[src/rtl/ppi_mul.sv]
// ----------------------------------------------------------------------------
// ppi_mul: shared Q16.16 multiplier
// Registered 32x32 product, then floor shift by 16 and saturation to 32 bits.
// ----------------------------------------------------------------------------
module ppi_mul (
  input  logic               clk,
  input  logic signed [31:0] op_a,
  input  logic signed [31:0] op_b,
  output logic signed [31:0] q
);

  logic signed [63:0] prod_r;

  always_ff @(posedge clk) begin
    prod_r <= op_a * op_b;
  end

  // in range when bits 63..47 all agree
  always_comb begin
    if ((&prod_r[63:47]) || !(|prod_r[63:47])) begin
      q = prod_r[47:16];
    end else begin
      q = prod_r[63] ? 32'sh8000_0000 : 32'sh7FFF_FFFF;
    end
  end

endmodule

[config.mk]
export PLATFORM = sky130hd
export DESIGN_NAME = ppi_mul
export DESIGN_NICKNAME = d
export VERILOG_FILES = /design/src/rtl/ppi_mul.sv
export SDC_FILE = /design/constraint.sdc
export NUM_CORES = 2
export LEC_CHECK = 0
export CAP_MARGIN = 20
export CORE_UTILIZATION = 61
export DETAILED_ROUTE_END_ITERATION = 10
export DONT_BUFFER_PORTS = 1
export PLACE_DENSITY = 0.87
export SYNTH_ARGS = -nofsm -noshare
export SYNTH_HDL_FRONTEND = slang
export SYNTH_SLANG_ARGS = --single-unit
[constraint.sdc]
create_clock -name clk -period 10.4 [get_ports clk]
set_input_delay 1.04 -clock clk [delete_from_list [all_inputs] [get_ports clk]]
set_output_delay 1.04 -clock clk [all_outputs]
set_load 0.005 [all_outputs]
Yosys cells after proc, flatten, opt, wreduce, memory -nomap -nowiden
Index checks and enable logic that the tools add are counted.

cells by class
  multiplexer cells = 2
  multipliers = 1
  reductions and logical operators = 4

operators by type and width
  cell               number
  $mul 32x32->64     1
  $mux 32            2
  $reduce_and 17->1  1
  $reduce_or 17->1   1
  $logic_not 1->1    1
  $logic_or 1x1->1   1

storage, ports and cells
  word-level logic and storage cells = 8
  register bits after elaboration = 64
  output and inout port bits = 32
  bits of input ports = 65

Logic depth before layout (Yosys ltp)
  depth in word-level cells = 4
  gate-level depth with buffers = 28
  mapped depth without buffers = 26

Worst setup path before layout
Ideal clock, no wire load.

  path type = input port to flip-flop
  start point = in op_b[2]
  end point = reg prod_r[58]
  path buffers = 2
  library setup time = 95 ps
  stages on the path = 23
  setup slack = 2,100 ps
  data required time = 10,305 ps
  arrival time = 8,204 ps
  path through = clkbuf_1 > nand2_1 > inv_1 > fa_1 > fa_1 > fa_1 > fa_1 > inv_1 > fa_1 > inv_1 > fa_1 > fa_1 > fa_1 > ha_1 > clkbuf_1 > a21o_1 > a21o_1 > a21o_1 > a21o_1 > a21oi_4 > o21ai_0 > a2111o_1 > o311ai_1

between the ends
  longest elaborated chain between the ends = 1

ends and longest elaborated chain
  item                  RTL line  RTL
  start, declared       8         input logic signed [31:0] op_b,
  $mul 32x32->64        15        prod_r <= op_a * op_b;
  end signal, assigned  15
  end, declared         12        logic signed [63:0] prod_r;

No other way between the ends.

Worst setup path after layout
  start point = in op_b[31]
  end point = reg prod_r[58]

Same word-level chain as after synthesis.

==> reports/results.txt <==
TritonRoute pass-1 iters -> 6
wire length per cell -> 21.5 um
compound-gate portion of the synthesized area -> 3.77%
Placer Congestion -> 0.930
H-tree depth -> 2
setup TNS -> 0 ps
vias -> 26.5k
num ports -> 97
Port Buffers -> 0
synthesized instance count -> 3,941
synth unique cells -> 59
TritonCTS clock tree -> built
Largest delay share family, worst path -> adder cells
Final period util -> 81.3%
Worst slew margin -> 25.1%
Post-Synth Simple-Gate Area -> 15.6%
Final ANT Viol Nets -> 0
Seq/Total Area, Yosys -> 2.59%
max-capacitance violation count -> 0
commonest non-fill, non-tap cells in the layout -> 1,081 x fa_1, 994 x inv_1, 513 x nand2_1, 510 x and2_1, 180 x ha_1
GR Overflow Total -> 0
arrival time worst endpoint -> 8640 ps
Clock Path Buffers -> 2
adder-cell share of the synthesized area -> 64.4%
share of cells above drive strength 1 -> 0.669%
fin crit period -> 8460 ps
final WL -> 97,400 um
Core Area -> 60,200 um2
Buffers & Inverters on Critical Path -> 3
CTS sink cnt -> 48
DIE AREA -> 61,800 um2
Post-CTS Resized -> 0
Synth area leader -> fa_1
mean post-synth cell area -> 9.41 um2
Biggest register -> prod_r
top-area cell type share of the netlist area -> 58.4%
DP HPWL -> 76,100 um
CTS Hold Bufs -> 0
Synth Warn # -> 0
Area growth syn-to-layout -> 0.938%
Die H -> 249 um
Yosys reg bits -> 48
endpoint class of the critical path -> flip-flop
Cells after DPL -> 4,514
count of final setup violators -> 0
mux contribution to synthesized area -> 0%
final hold viol count -> 0
Rows -> 90
Global Route Usage Sum -> 33.3%
largest family of logic cells by synthesized area -> adder cells
die width -> 249 um
drt initial violations -> 2,018
Synth area leaders -> fa_1 58%, inv_1 10%, and2_1 8.6%
Fmax -> 0.118 GHz
Non-Filler Instances -> 4,523
Largest register FFs -> 48
Async SR Flop Fraction -> 0%
Main synth FF type -> dfxtp_1
clk slew on worst S/H paths -> 60 ps
Max stage delay cell, worst path -> inv_1
RSZ-0062 raised after global routing -> false
Final Max Slew Viols -> 0
most common cell after layout, fill and taps aside -> fa_1
Worst Tran Pin Value -> 1120 ps
max incr delay on CP -> 790 ps
biggest regs -> prod_r x48
post-route cell area -> 37,400 um2
Worst Path Class, Setup -> in2reg
number of remaining DRC errors -> 0
Starting Density -> 61.6%
total CTS buffers -> 5
antenna violations before repair -> 0
placed instance area -> 37,300 um2
first-pass GRT wire length -> 159,000 um
nets@finish -> 5,065
Critical Path Fanout Max -> 25
worst hold path class -> in2reg
post-synthesis xor/xnor area fraction -> 1.42%
status -> finished, final reports clean
synthesized net count -> 5,267
Post-synth EDFFs -> 0
mapped cell area -> 37,100 um2
setup repair bufs after CTS -> 0
Clk Tree Root Cell -> clkbuf_16
vias per inst -> 5.85
largest net degree at the start of global routing -> 33
crit path launch type -> input pin
vias in the first global route -> 30.6k
crit-path cells -> inv_1 -> nor2_1 -> fa_1 -> fa_1 -> fa_1 -> fa_1 -> fa_1 -> fa_1 -> fa_1 -> inv_1 -> fa_1 -> inv_1 -> ha_1 -> a21o_1 -> a21oi_1 -> nand2_1 -> a211oi_2 -> o31ai_4 -> a21oi_4 -> o21ai_0 -> a2111o_1 -> o311ai_1
pre-CTS WS -> 1720 ps
setup ws final -> 1940 ps
most used cell, CP -> fa_1
required time of the worst setup path -> 10,580 ps
[cells in the mapped netlist (3+ instances only)]
cell	count
a21boi_0	3
xor2_1	19
o21bai_1	6
a21oi_1	54
dfxtp_1	48
o21a_1	8
nor2b_1	7
o21ai_0	63
clkbuf_1	205
nand3_1	13
xnor2_1	41
inv_1	994
a31oi_1	5
ha_1	180
nand2b_1	10
nor4_1	4
and2_1	510
buf_1	4
o211ai_1	4
or2_2	3
nand2_1	513
nor3_1	10
a211o_1	3
nand4_1	19
fa_1	1081
a21o_1	40
nor2_1	54
[per-stage QoR]
step	util, %	hold slack, ps
final	62.1	1620
after global routing	62.1	1680
after CTS	62.1	1580
after detailed placement	61.9	1400
after global placement	61.9	1400
after floorplan	-	1440
[kinds of logic (layout without fill, tap and decap cells)]
family,count (synthesis),count (layout)
compound gates,214,214
other cells,0,2
xor+xnor,60,60
fa+ha+maj,1261,1261
flops,48,48
buf+inv,1205,1003
simple gates,1153,1153
[layout make-up]
class | instances | area [um2]
diodes | 2 | 5.00
clock buffers | 6 | 129
clock inverters | 1 | 5.00
fillers | 4640 | 22800
inverters | 994 | 3730
multi-input cells | 2688 | 31600
flip-flops and latches | 48 | 961
well taps | 782 | 978
repair buffers | 2 | 18.8
[routing by layer]
| metal | part of all wire (%) | global-route usage [%] | vias to the layer above |
|---|---|---|---|
| met5 | 0 | 0 | - |
| met4 | 9.3 | 25.0 | 0 |
| met3 | 10 | 7.54 | 544 |
| met2 | 50 | 56.2 | 1566 |
| met1 | 31 | 36.8 | 13600 |
| li1 | - | - | 10800 |
[path summary, 6_finish.rpt]
path	from	end	slack, ps	depth (start not counted)
hold / removal	op_a[1]	prod_r[16]$_DFF_P_	1620	6
setup / recovery	op_b[31]	prod_r[58]$_DFF_P_	1940	22
[tightest hold or removal path, stage by stage]
cell,delay (ps)
nand4b_1,90
o21ai_2,180
a21boi_0,220
nor2_1,160
nor2_1,60
xnor2_1,110
Power is not shown: default switching activity piles up to over one toggle a cycle in this logic, so the estimate is an artifact.
